==> src/design/windowed_mean_abs_difference_top_defines.svh <==
// ----------------------------------------------------------------------------
// Assertion macros for the windowed mean absolute difference block
// Clocked property checks; they compile away when SYNTHESIS is defined.
// ----------------------------------------------------------------------------
`ifndef WINDOWED_MEAN_ABS_DIFFERENCE_TOP_DEFINES_SVH
`define WINDOWED_MEAN_ABS_DIFFERENCE_TOP_DEFINES_SVH

`ifndef SYNTHESIS
// property checked while reset is released
`define WMAD_ASSERT(label, clk, rst_n, prop) \
    label: assert property (@(posedge clk) disable iff (!(rst_n)) (prop)) \
        else $error("wmad assertion failed");
// property checked at every edge, reset included
`define WMAD_ASSERT_ALWAYS(label, clk, prop) \
    label: assert property (@(posedge clk) (prop)) \
        else $error("wmad assertion failed");
`else
`define WMAD_ASSERT(label, clk, rst_n, prop)
`define WMAD_ASSERT_ALWAYS(label, clk, prop)
`endif

`endif

==> src/design/wmad_pkg.sv <==
// ----------------------------------------------------------------------------
// wmad_pkg
// Constants, types and helpers shared by the mean absolute difference block.
// ----------------------------------------------------------------------------
`default_nettype none

package wmad_pkg;

    // window length in samples
    localparam int WINDOW = 64;
    localparam int AXES   = 3;
    localparam int SLOTS  = WINDOW - 1;

    // field and state widths
    localparam int SAMP_W = 16;
    localparam int DIFF_W = SAMP_W + 1;
    localparam int QUO_W  = 16;
    localparam int PTR_W  = (SLOTS > 1) ? $clog2(SLOTS) : 1;
    localparam int SUM_W  = DIFF_W + PTR_W;
    localparam int CNT_W  = $clog2(WINDOW + 1);
    localparam int DIV_W  = (WINDOW > 2) ? $clog2(WINDOW) : 1;
    localparam int AXIS_W = $clog2(AXES);
    localparam int RAM_D  = AXES * SLOTS;
    localparam int RAM_AW = $clog2(RAM_D);
    localparam int DATA_W = AXES * SAMP_W;

    // divider request and response
    typedef struct packed {
        logic               start;
        logic [SUM_W-1:0]   dividend;
        logic [DIV_W-1:0]   divisor;
    } t_div_req;

    typedef struct packed {
        logic               busy;
        logic               done;
        logic [QUO_W-1:0]   quotient;
    } t_div_rsp;

    // first ring address of an axis
    function automatic logic [RAM_AW-1:0] ring_base(input logic [AXIS_W-1:0] axis);
        logic [RAM_AW-1:0] base;
        case (axis)
            AXIS_W'(1): base = RAM_AW'(SLOTS);
            AXIS_W'(2): base = RAM_AW'(2 * SLOTS);
            default:    base = '0;
        endcase
        return base;
    endfunction

endpackage

`default_nettype wire

==> src/design/wmad_div.sv <==
// ----------------------------------------------------------------------------
// wmad_div
// Restoring serial divider, one quotient bit per cycle, shared by all axes.
// ----------------------------------------------------------------------------
`default_nettype none

module wmad_div (
    input  wire                       i_clk,
    input  wire                       i_rst_n,
    input  wire wmad_pkg::t_div_req   i_req,
    output wmad_pkg::t_div_rsp        o_rsp
);
    import wmad_pkg::*;

    localparam int REM_W = DIV_W + 1;
    localparam int STP_W = $clog2(QUO_W + 1);

    logic [REM_W-1:0] r_rem;
    logic [QUO_W-1:0] r_quo;
    logic [DIV_W-1:0] r_dvs;
    logic [STP_W-1:0] r_step;
    logic             r_busy;
    logic             r_done;

    logic [REM_W-1:0] trial;
    logic             fits;

    // one trial subtraction per cycle
    assign trial = {r_rem[REM_W-2:0], r_quo[QUO_W-1]};
    assign fits  = (trial >= REM_W'(r_dvs));

    // control
    always_ff @(posedge i_clk) begin
        if (!i_rst_n) begin
            r_busy <= 1'b0;
            r_done <= 1'b0;
            r_step <= '0;
        end else begin
            r_done <= 1'b0;
            if (i_req.start) begin
                r_busy <= 1'b1;
                r_step <= STP_W'(QUO_W);
            end else if (r_busy) begin
                r_step <= r_step - 1'b1;
                if (r_step == STP_W'(1)) begin
                    r_busy <= 1'b0;
                    r_done <= 1'b1;
                end
            end
        end
    end

    // datapath: the quotient fits in QUO_W bits, so the high dividend
    // bits start out below the divisor
    always_ff @(posedge i_clk) begin
        if (i_req.start) begin
            r_rem <= REM_W'(i_req.dividend >> QUO_W);
            r_quo <= i_req.dividend[QUO_W-1:0];
            r_dvs <= i_req.divisor;
        end else if (r_busy) begin
            r_rem <= fits ? (trial - REM_W'(r_dvs)) : trial;
            r_quo <= {r_quo[QUO_W-2:0], fits};
        end
    end

    assign o_rsp.busy     = r_busy;
    assign o_rsp.done     = r_done;
    assign o_rsp.quotient = r_quo;

endmodule

`default_nettype wire

==> src/design/windowed_mean_abs_difference_top.sv <==
// ----------------------------------------------------------------------------
// windowed_mean_abs_difference_top
// Per-axis mean absolute successive difference over a sliding sample window.
// ----------------------------------------------------------------------------
// Usage:
//   Slave channel takes one request per three-axis sample (signed 16-bit X,
//   Y, Z). Master channel returns one result per request: the truncated mean
//   of |x[n]-x[n-1]| over the window for each axis, zero for the first
//   sample after reset.
//   A first sample goes from the idle state straight to the output state.
//   Every later sample passes, per axis in turn, through one ring read, one
//   sum update and a division in the shared serial divider, which produces
//   one quotient bit per cycle and is the unit that sets the rate.
//   o_s_axis_tready is high only while no sample is in work. A finished
//   result sits in the output register, and the next request is taken while
//   it waits; if the receiver still stalls when that next result is ready,
//   the block holds it and takes no further request.
//   Reset (synchronous, active low) empties the window and drops any pending
//   result. The difference ring needs no clearing pass; entries are only
//   read after the window has filled them.
// ----------------------------------------------------------------------------
`default_nettype none

`include "windowed_mean_abs_difference_top_defines.svh"

module windowed_mean_abs_difference_top (
    input  wire                          i_clk,
    input  wire                          i_rst_n,
    input  wire                          i_s_axis_tvalid,
    output logic                         o_s_axis_tready,
    // sample_x [15:0], sample_y [31:16], sample_z [47:32]
    input  wire  [wmad_pkg::DATA_W-1:0]  i_s_axis_tdata,
    output logic                         o_m_axis_tvalid,
    input  wire                          i_m_axis_tready,
    // mean_diff_x [15:0], mean_diff_y [31:16], mean_diff_z [47:32]
    output logic [wmad_pkg::DATA_W-1:0]  o_m_axis_tdata
);
    import wmad_pkg::*;

    localparam logic [2:0] ST_IDLE   = 3'd0;
    localparam logic [2:0] ST_READ   = 3'd1;
    localparam logic [2:0] ST_UPDATE = 3'd2;
    localparam logic [2:0] ST_DIVIDE = 3'd3;
    localparam logic [2:0] ST_OUT    = 3'd4;

    logic [2:0]              r_state;
    logic [AXIS_W-1:0]       r_axis;
    logic [CNT_W-1:0]        r_held;
    logic [PTR_W-1:0]        r_ptr;
    logic                    r_full;
    logic [DIV_W-1:0]        r_dvs;
    logic [SAMP_W-1:0]       r_samp [AXES];
    logic [SAMP_W-1:0]       r_last [AXES];
    logic [SUM_W-1:0]        r_sum  [AXES];
    logic [QUO_W-1:0]        r_res  [AXES];
    logic [DIFF_W-1:0]       r_mag;
    logic [DIFF_W-1:0]       r_rdata;
    logic [DIFF_W-1:0]       ring   [RAM_D];
    logic                    r_out_valid;
    logic [DATA_W-1:0]       r_out_data;

    logic                    in_fire;
    logic                    out_fire;
    logic [RAM_AW-1:0]       ring_addr;
    logic signed [DIFF_W-1:0] diff;
    logic [DIFF_W-1:0]       mag;
    logic [SUM_W-1:0]        n_sum;
    logic                    last_axis;
    t_div_req                div_req;
    t_div_rsp                div_rsp;

    assign in_fire   = i_s_axis_tvalid && o_s_axis_tready;
    assign out_fire  = r_out_valid && i_m_axis_tready;
    assign last_axis = (r_axis == AXIS_W'(AXES - 1));
    assign ring_addr = ring_base(r_axis) + RAM_AW'(r_ptr);

    // absolute difference of the current axis
    assign diff = $signed({r_samp[r_axis][SAMP_W-1], r_samp[r_axis]})
                - $signed({r_last[r_axis][SAMP_W-1], r_last[r_axis]});
    assign mag  = diff[DIFF_W-1] ? DIFF_W'(-diff) : DIFF_W'(diff);

    // oldest difference leaves once the window is full
    assign n_sum = r_sum[r_axis] - (r_full ? SUM_W'(r_rdata) : '0) + SUM_W'(r_mag);

    // shared divider
    assign div_req.start    = (r_state == ST_UPDATE);
    assign div_req.dividend = n_sum;
    assign div_req.divisor  = r_dvs;

    wmad_div u_div (
        .i_clk   (i_clk),
        .i_rst_n (i_rst_n),
        .i_req   (div_req),
        .o_rsp   (div_rsp)
    );

    // difference ring, registered read
    always_ff @(posedge i_clk) begin
        if (r_state == ST_READ) begin
            r_rdata <= ring[ring_addr];
        end
        if (r_state == ST_UPDATE) begin
            ring[ring_addr] <= r_mag;
        end
    end

    // sequencer and window state
    always_ff @(posedge i_clk) begin
        if (!i_rst_n) begin
            r_state <= ST_IDLE;
            r_axis  <= '0;
            r_held  <= '0;
            r_ptr   <= '0;
            for (int a = 0; a < AXES; a++) begin
                r_last[a] <= '0;
                r_sum[a]  <= '0;
            end
        end else begin
            unique case (r_state)
                ST_IDLE: begin
                    if (in_fire) begin
                        r_axis <= '0;
                        r_full <= (r_held == CNT_W'(WINDOW));
                        r_dvs  <= (r_held == CNT_W'(WINDOW)) ? DIV_W'(SLOTS)
                                                             : DIV_W'(r_held);
                        for (int a = 0; a < AXES; a++) begin
                            r_samp[a] <= i_s_axis_tdata[a*SAMP_W +: SAMP_W];
                        end
                        if (r_held == '0) begin
                            for (int a = 0; a < AXES; a++) begin
                                r_last[a] <= i_s_axis_tdata[a*SAMP_W +: SAMP_W];
                                r_res[a]  <= '0;
                            end
                            r_held  <= CNT_W'(1);
                            r_state <= ST_OUT;
                        end else begin
                            r_state <= ST_READ;
                        end
                    end
                end
                ST_READ: begin
                    r_mag   <= mag;
                    r_state <= ST_UPDATE;
                end
                ST_UPDATE: begin
                    r_sum[r_axis]  <= n_sum;
                    r_last[r_axis] <= r_samp[r_axis];
                    r_state        <= ST_DIVIDE;
                end
                ST_DIVIDE: begin
                    if (div_rsp.done) begin
                        r_res[r_axis] <= div_rsp.quotient;
                        if (last_axis) begin
                            if (!r_full) begin
                                r_held <= r_held + 1'b1;
                            end
                            r_ptr   <= (r_ptr == PTR_W'(SLOTS - 1)) ? '0 : r_ptr + 1'b1;
                            r_state <= ST_OUT;
                        end else begin
                            r_axis  <= r_axis + 1'b1;
                            r_state <= ST_READ;
                        end
                    end
                end
                ST_OUT: begin
                    if (!r_out_valid || i_m_axis_tready) begin
                        r_state <= ST_IDLE;
                    end
                end
                default: r_state <= ST_IDLE;
            endcase
        end
    end

    // output register
    always_ff @(posedge i_clk) begin
        if (!i_rst_n) begin
            r_out_valid <= 1'b0;
        end else if (r_state == ST_OUT && (!r_out_valid || i_m_axis_tready)) begin
            r_out_valid <= 1'b1;
        end else if (out_fire) begin
            r_out_valid <= 1'b0;
        end
    end

    always_ff @(posedge i_clk) begin
        if (r_state == ST_OUT && (!r_out_valid || i_m_axis_tready)) begin
            for (int a = 0; a < AXES; a++) begin
                r_out_data[a*QUO_W +: QUO_W] <= r_res[a];
            end
        end
    end

    assign o_s_axis_tready = (r_state == ST_IDLE);
    assign o_m_axis_tvalid = r_out_valid;
    assign o_m_axis_tdata  = r_out_data;

    // checks
    `WMAD_ASSERT(a_held_range, i_clk, i_rst_n, r_held <= CNT_W'(WINDOW))
    `WMAD_ASSERT(a_ptr_range, i_clk, i_rst_n, r_ptr < PTR_W'(SLOTS))
    `WMAD_ASSERT(a_div_idle_on_start, i_clk, i_rst_n, div_req.start |-> !div_rsp.busy)
    `WMAD_ASSERT(a_done_in_divide, i_clk, i_rst_n, div_rsp.done |-> (r_state == ST_DIVIDE))
    `WMAD_ASSERT_ALWAYS(a_reset_clears, i_clk, !i_rst_n |=> (!o_m_axis_tvalid && r_held == '0))

endmodule

`default_nettype wire
==> config.mk <==
export PLATFORM = sky130hd
export DESIGN_NAME = windowed_mean_abs_difference_top
export DESIGN_NICKNAME = d
export VERILOG_FILES = /design/src/design/wmad_pkg.sv /design/src/design/wmad_div.sv /design/src/design/windowed_mean_abs_difference_top.sv
export VERILOG_INCLUDE_DIRS = /design/src /design/src/design
export SDC_FILE = /design/constraint.sdc
export NUM_CORES = 2
export LEC_CHECK = 0
export ABC_AREA = 1
export BUFFER_PORTS_ARGS = -buffer_cell sky130_fd_sc_hd__buf_4
export CELL_PAD_IN_SITES_DETAIL_PLACEMENT = 0
export CELL_PAD_IN_SITES_GLOBAL_PLACEMENT = 1
export CORE_ASPECT_RATIO = 1.4
export CORE_UTILIZATION = 44
export CTS_CLUSTER_SIZE = 40
export DETAILED_ROUTE_END_ITERATION = 7
export PLACE_DENSITY_LB_ADDON = 0.3
export SYNTH_ARGS = -nofsm -noshare
export SYNTH_HDL_FRONTEND = slang
export SYNTH_SLANG_ARGS = --single-unit
==> constraint.sdc <==
create_clock -name i_clk -period 12.67 [get_ports i_clk]
set_input_delay 2.534 -clock i_clk [delete_from_list [all_inputs] [get_ports i_clk]]
set_output_delay 2.534 -clock i_clk [all_outputs]
set_load 0.02 [all_outputs]
=== Word-level counts from Yosys, hierarchy flattened ===
Memories as Yosys holds them, arrays and structs flattened. A register that Yosys moved wholly into a read port is not among the register bits.
Cells that the tools add are included.

* Mux-type cells: 69
* Add/sub/neg operators: 10
* Reductions and logical operators: 21
* Magnitude comparators: 1
* Bitwise operators: 5
* Equal/unequal tests: 16

{| class="wikitable"
|+ Operator list
! cell !! count
|-
| two-way mux 16 bit || 8
|-
| two-way mux 7 bit || 5
|-
| OR reduction 16 bit || 2
|-
| case mux 7 bit (2 select lines) || 2
|-
| two-way mux 1 bit || 27
|-
| two-way mux 2 bit || 12
|-
| two-way mux 6 bit || 4
|-
| adder 23 x 17 -> 23 bit || 1
|-
| two-way mux 23 bit || 1
|-
| OR reduction 23 bit || 1
|-
| subtractor 23 x 17 -> 23 bit || 1
|-
| two-way mux 17 bit || 1
|-
| negator 17 bit || 1
|-
| subtractor 16 x 16 -> 17 bit || 1
|-
| two-way mux 3 bit || 5
|-
| case mux 3 bit (5 select lines) || 1
|-
| two-way mux 5 bit || 2
|-
| AND reduction 3 bit || 3
|-
| adder 8 x 6 -> 8 bit || 1
|-
| != test 2 bit (second input constant) || 4
|-
| adder 7 x 1 -> 7 bit (second input constant) || 1
|-
| equality test 7 bit (second input constant) || 1
|-
| >= comparator 7 x 6 -> 1 bit || 1
|-
| zero test 7 bit || 1
|-
| 25 further kinds || 35
|}

* Bits of input ports: 52
* Register bits: 78
* Word-level logic and storage cells: 143
* Output and inout port bits: 50
* Memories kept: 5
* RAM bits: 3426

{| class="wikitable"
|+ Memory list
! name !! depth !! bits a word !! read ports !! clocked after Yosys merged registers in !! wr ports !! RTL line !! RTL
|-
| ring || 189 || 17 || 1 || 1 || 1 || windowed_mean_abs_difference_top.sv:58 || <nowiki>logic [DIFF_W-1:0] ring [RAM_D];</nowiki>
|-
| r_sum || 3 || 23 || 1 || 1 || 3 || windowed_mean_abs_difference_top.sv:54 || <nowiki>logic [SUM_W-1:0] r_sum [AXES];</nowiki>
|-
| r_last || 3 || 16 || 1 || 1 || 3 || windowed_mean_abs_difference_top.sv:53 || <nowiki>logic [SAMP_W-1:0] r_last [AXES];</nowiki>
|-
| r_res || 3 || 16 || 3 || 3 || 3 || windowed_mean_abs_difference_top.sv:55 || <nowiki>logic [QUO_W-1:0] r_res [AXES];</nowiki>
|-
| r_samp || 3 || 16 || 1 || 1 || 3 || windowed_mean_abs_difference_top.sv:52 || <nowiki>logic [SAMP_W-1:0] r_samp [AXES];</nowiki>
|}

=== Depth between registers and ports, before layout ===
* Word-level depth: 8
* Gate-level depth with buffers: 23

=== By module ===
From an unflattened synthesis, not the netlist that was laid out.

* Cell total of the unflattened synthesis: 12466
* Area total of the unflattened synthesis: 146488.0 um^2

{| class="wikitable"
|+ Modules (own cells, without submodules)
! module !! area each (um^2) !! sequential area each (um^2) !! times used !! cells an instance
|-
| windowed_mean_abs_difference_top || 144613.7 || 107142.8 || 1 || 12263
|-
| wmad_div || 1874.3 || 980.9 || 1 || 203
|}

=== Least setup slack after synthesis ===
Ideal clock, no wire load.

* Path type: register to register
* Start: register r_mag[2]
* End: memory r_sum[2][15] (netlist bit), data pin
* Clock period less this slack: 5104 ps
* Slack: 7566 ps
* Arrival time: 4838 ps
* Path buffers: 1
* Cell stages (with the launch flop): 15
* Data required time: 12404 ps
* Path through: edfxtp_1 inv_1 fa_1 inv_1 ha_1 buf_2 nand3_1 nand3_1 a21boi_1 o21ai_0 nand3_1 nand2_1 xor2_1 inv_1 nor2_1

{| class="wikitable"
|+ RTL lines
! element !! RTL line !! RTL
|-
| start, declared || windowed_mean_abs_difference_top.sv:56 || <nowiki>logic [DIFF_W-1:0] r_mag;</nowiki>
|-
| start signal, assigned || windowed_mean_abs_difference_top.sv:142 || <nowiki>r_mag <= mag;</nowiki>
|-
| end, declared || windowed_mean_abs_difference_top.sv:54 ||
|}

=== Final worst setup path ===
* Start: register r_axis[0]
* End: register r_rdata[4], read port of ring, data pin

* Cells in the longest elaborated chain, start to end: 3
* Elaborated cells on any way between the ends: 4
* Classes of those cells: add/sub: 1; eq/ne: 2; mux: 1

{| class="wikitable"
|+ Ends and longest elaborated chain
! element !! RTL line !! RTL
|-
| start, declared || windowed_mean_abs_difference_top.sv:47 || <nowiki>logic [AXIS_W-1:0] r_axis;</nowiki>
|-
| start signal, assigned || windowed_mean_abs_difference_top.sv:160 || <nowiki>r_axis <= r_axis + 1'b1;</nowiki>
|-
| equality test 2 bit / equality test 2 x 1 -> 1 bit (equally long branches) || wmad_pkg.sv:43 || <nowiki>case (axis)</nowiki>
|-
| case mux 7 bit (2 select lines) * || wmad_pkg.sv:43 ||
|-
| adder 8 x 6 -> 8 bit * || windowed_mean_abs_difference_top.sv:75 || <nowiki>assign ring_addr = ring_base(r_axis) + RAM_AW'(r_ptr);</nowiki>
|-
| end, declared || windowed_mean_abs_difference_top.sv:57 || <nowiki>logic [DIFF_W-1:0] r_rdata;</nowiki>
|}

Mark *: on every way between the ends. The rest lies on a longest branch, timed or not.
A chain may end at the register's enable or synchronous reset.

==> impl_metrics.py <==
metrics = {
    "routing": {
        "wirelength_um": 449000,
        "vias": 95300,
        "drt_iter0_markers": 10400,
        "viasPerCell": 5.57,
        "dr.pass1.iters": 6,
        "post-route-drc-count": 0,
        "antenna_left": 0,
        "wire_per_inst_um": 26.2,
    },
    "die": {
        "ioPinCount": 102,
        "die_h_um": 682,
        "fp.coreArea_um2": 329000,
        "die_w_um": 488,
        "rows": 249,
        "die-area_um2": 333000,
        "start_util": 0.442,
    },
    "timing": {
        "finalCritPeriodShare": 0.581,
        "rsz0062_at_grt": "false",
        "holdWs_ns": 0.418,
        "worst_pin_slew_ns": 1.38,
        "clock-skew-final_ns": 0.0545,
        "hold_violations": 0,
        "setup_viol": 0,
        "drv_slew": 0,
        "setup_tns_ns": 0,
        "fmax_mhz": 136,
        "slew_headroom": 0.0776,
        "layout_min_cycle_time_ns": 7.36,
    },
    "placed_design": {
        "dp_hpwl_um": 259000,
        "portBuffers": 101,
        "place.gp.congestion": 0.879,
    },
    "global_route": {
        "grt_max_degree": 156,
        "antenna_found_initial": 10,
        "grt_pass1_wl_um": 645000,
        "overflow": 0,
        "grt_use_total": 0.266,
        "grt_pass1_vias": 92900,
    },
    "cts": {
        "cts_resized": 0,
        "htree_levels": 5,
        "cts.sink_count": 3606,
        "path_clk_slew_ns": 0.06,
        "clockRootBuffer": "clkbuf_16",
        "cts_setup_buffers": 0,
        "clock_path_buffers": 4,
        "clock_latency_ns": 0.93,
        "tritoncts": "yes",
        "cts_hold_buf": 0,
        "cts_buffers": 341,
    },
    "worst_setup_path": {
        "cp.required_ns": 13.46,
        "critPathKind": "reg -> reg",
        "crit_fanout": 87,
        "arrival_ns": 8.15,
        "r2r_setup_slack_ns": 5.31,
        "end_kind": "flop",
        "cp-start-kind": "flop",
    },
    "logic_synthesis": {
        "synth_area_per_cell_um2": 11.9,
        "ys_async_sr_fraction": 0,
        "yosysTopAreaCell": "edfxtp_1",
        "synth_ff_type": "edfxtp_1",
        "synthCells": 12300,
        "synth_edf_count": 3578,
        "yosysWarnings": 0,
        "ys_types": 50,
        "syn_nets": 12400,
        "ys_ff_latch": 3606,
        "synth_top_area_frac": 0.739,
        "netlist_area_um2": 145000,
        "ys_seq_area_frac": 0.743,
        "ys_top_cells_by_area": "edfxtp_1, nand2_1, nand4_1, nor2_1, a22oi_1",
    },
    "min_path": {
        "hp-class": "reg -> reg",
    },
    "outcome": {
        "outcome": "completed",
    },
    "pwr": {
        "leakagePower_nw": 59.6,
        "vdd_drop_max_v": 0.000215,
        "powerDensity_nw_per_um2": 226,
    },
    "final_layout": {
        "fin_util": 0.496,
        "fin_nets": 12600,
        "drive_above_1_share": 0.0817,
        "area_growth_pct": 12.2,
    },
    "job": {
        "drv_cap": 0,
    },
}
-- area by class of cell --
type,count,area [µm²]
repair buffers,453,3650
flip-flops and latches,3606,108000
diodes,9,22.5
fillers,28600,166000
inverters,277,1070
clock inverters,215,1920
well taps,4392,5500
clock buffers,403,8980
multi-input cells,7766,33900
-- metrics by stage --
stage	cells	power (W)	setup slack [ns]	cell area [µm²]
final	17100	0.0368	5.31	163000
after global placement	16500	0.0267	5.53	152000
after CTS	17100	0.0369	5.50	163000
after detailed placement	16500	0.0268	5.50	152000
after floorplan	12300	0.0217	7.57	145000
after global routing	17100	0.0383	5.33	163000
-- worst max-delay path, stage by stage, from the launching register on --
cell and delay (ns):
dfxtp_1 0.36, inv_1 0.11, ha_1 0.44, inv_1 0.11, fa_4 0.99, buf_4 0.58
buf_4 0.45, nand2_2 0.23, inv_8 0.59, buf_4 0.86, buf_4 0.78, nand2_1 0.14
nand3_1 0.13, a21oi_1 0.05, o21ai_1 0.15, nand2_1 0.12, a21oi_1 0.64, nor2_1 0.16
nand3_1 0.12
-- registers in the layout, summed over array words and instances (netlist names), 7 cells and up, named ones only --
name and count:
o_m_axis_tdata 48, r_held 7, r_last 64, r_mag 17
r_rdata 17, r_res 48, r_samp 48, r_sum 88
ring 3213, u_div.r_quo 16
-- layout by cell type, fill, tap and decap left out, types with 74 or more instances in the layout --
cell,count
nand3_1,298
o21ai_0,210
clkbuf_16,351
buf_4,432
inv_1,262
edfxtp_1,3578
a21oi_1,165
nor2_1,407
nand4_1,387
a32o_1,74
nand2_1,5714
a22oi_1,224
-- Yosys cell counts, drive strengths merged, types with 2 or more instances --
cell,number
o22a,2
xnor2,13
inv,276
nand3,299
a21boi,2
nor2,460
a21o,3
clkbuf,273
fa,20
nor3,21
a22oi,224
nand3b,4
nor4,2
a211oi,4
edfxtp,3578
or2,7
o21ai,244
a21oi,166
o211ai,5
a32o,74
ha,61
a32oi,3
xor2,19
nand4,387
dfxtp,28
a31oi,6
o21bai,4
nand2,5724
buf,343
o21a,7
-- per-layer routing --
layer	track usage	vias up	wire, µm
li1	-	42600	-
met1	0.332	47700	171000
met2	0.457	4270	221000
met3	0.0349	751	33300
met4	0.126	4	23200
met5	0	-	29
-- final timing paths --
check	endpoint	cells past startpoint	startpoint
worst max-delay path	r_rdata[4]	18	r_axis[0]
worst min-delay path	o_m_axis_tdata[1]	0	r_res[0][1]
worst max register to register	r_rdata[4]	18	r_axis[0]
worst min register to register	o_m_axis_tdata[1]	0	r_res[0][1]
-- logic make-up after synthesis --
kind of cell    share of synthesized area
fa+ha+maj                         0.00801
compound gates                     0.0328
buf+inv                            0.0255
simple gates                        0.189
xor+xnor                          0.00198
flops                               0.743
-- power breakdown --
| part | switching, W | internal, W |
|---|---|---|
| registers | 0.000125 | 0.0140 |
| clock network | 0.00450 | 0.00570 |
| logic | 0.00953 | 0.00295 |
No activity file was read; power rests on OpenSTA's default activity.
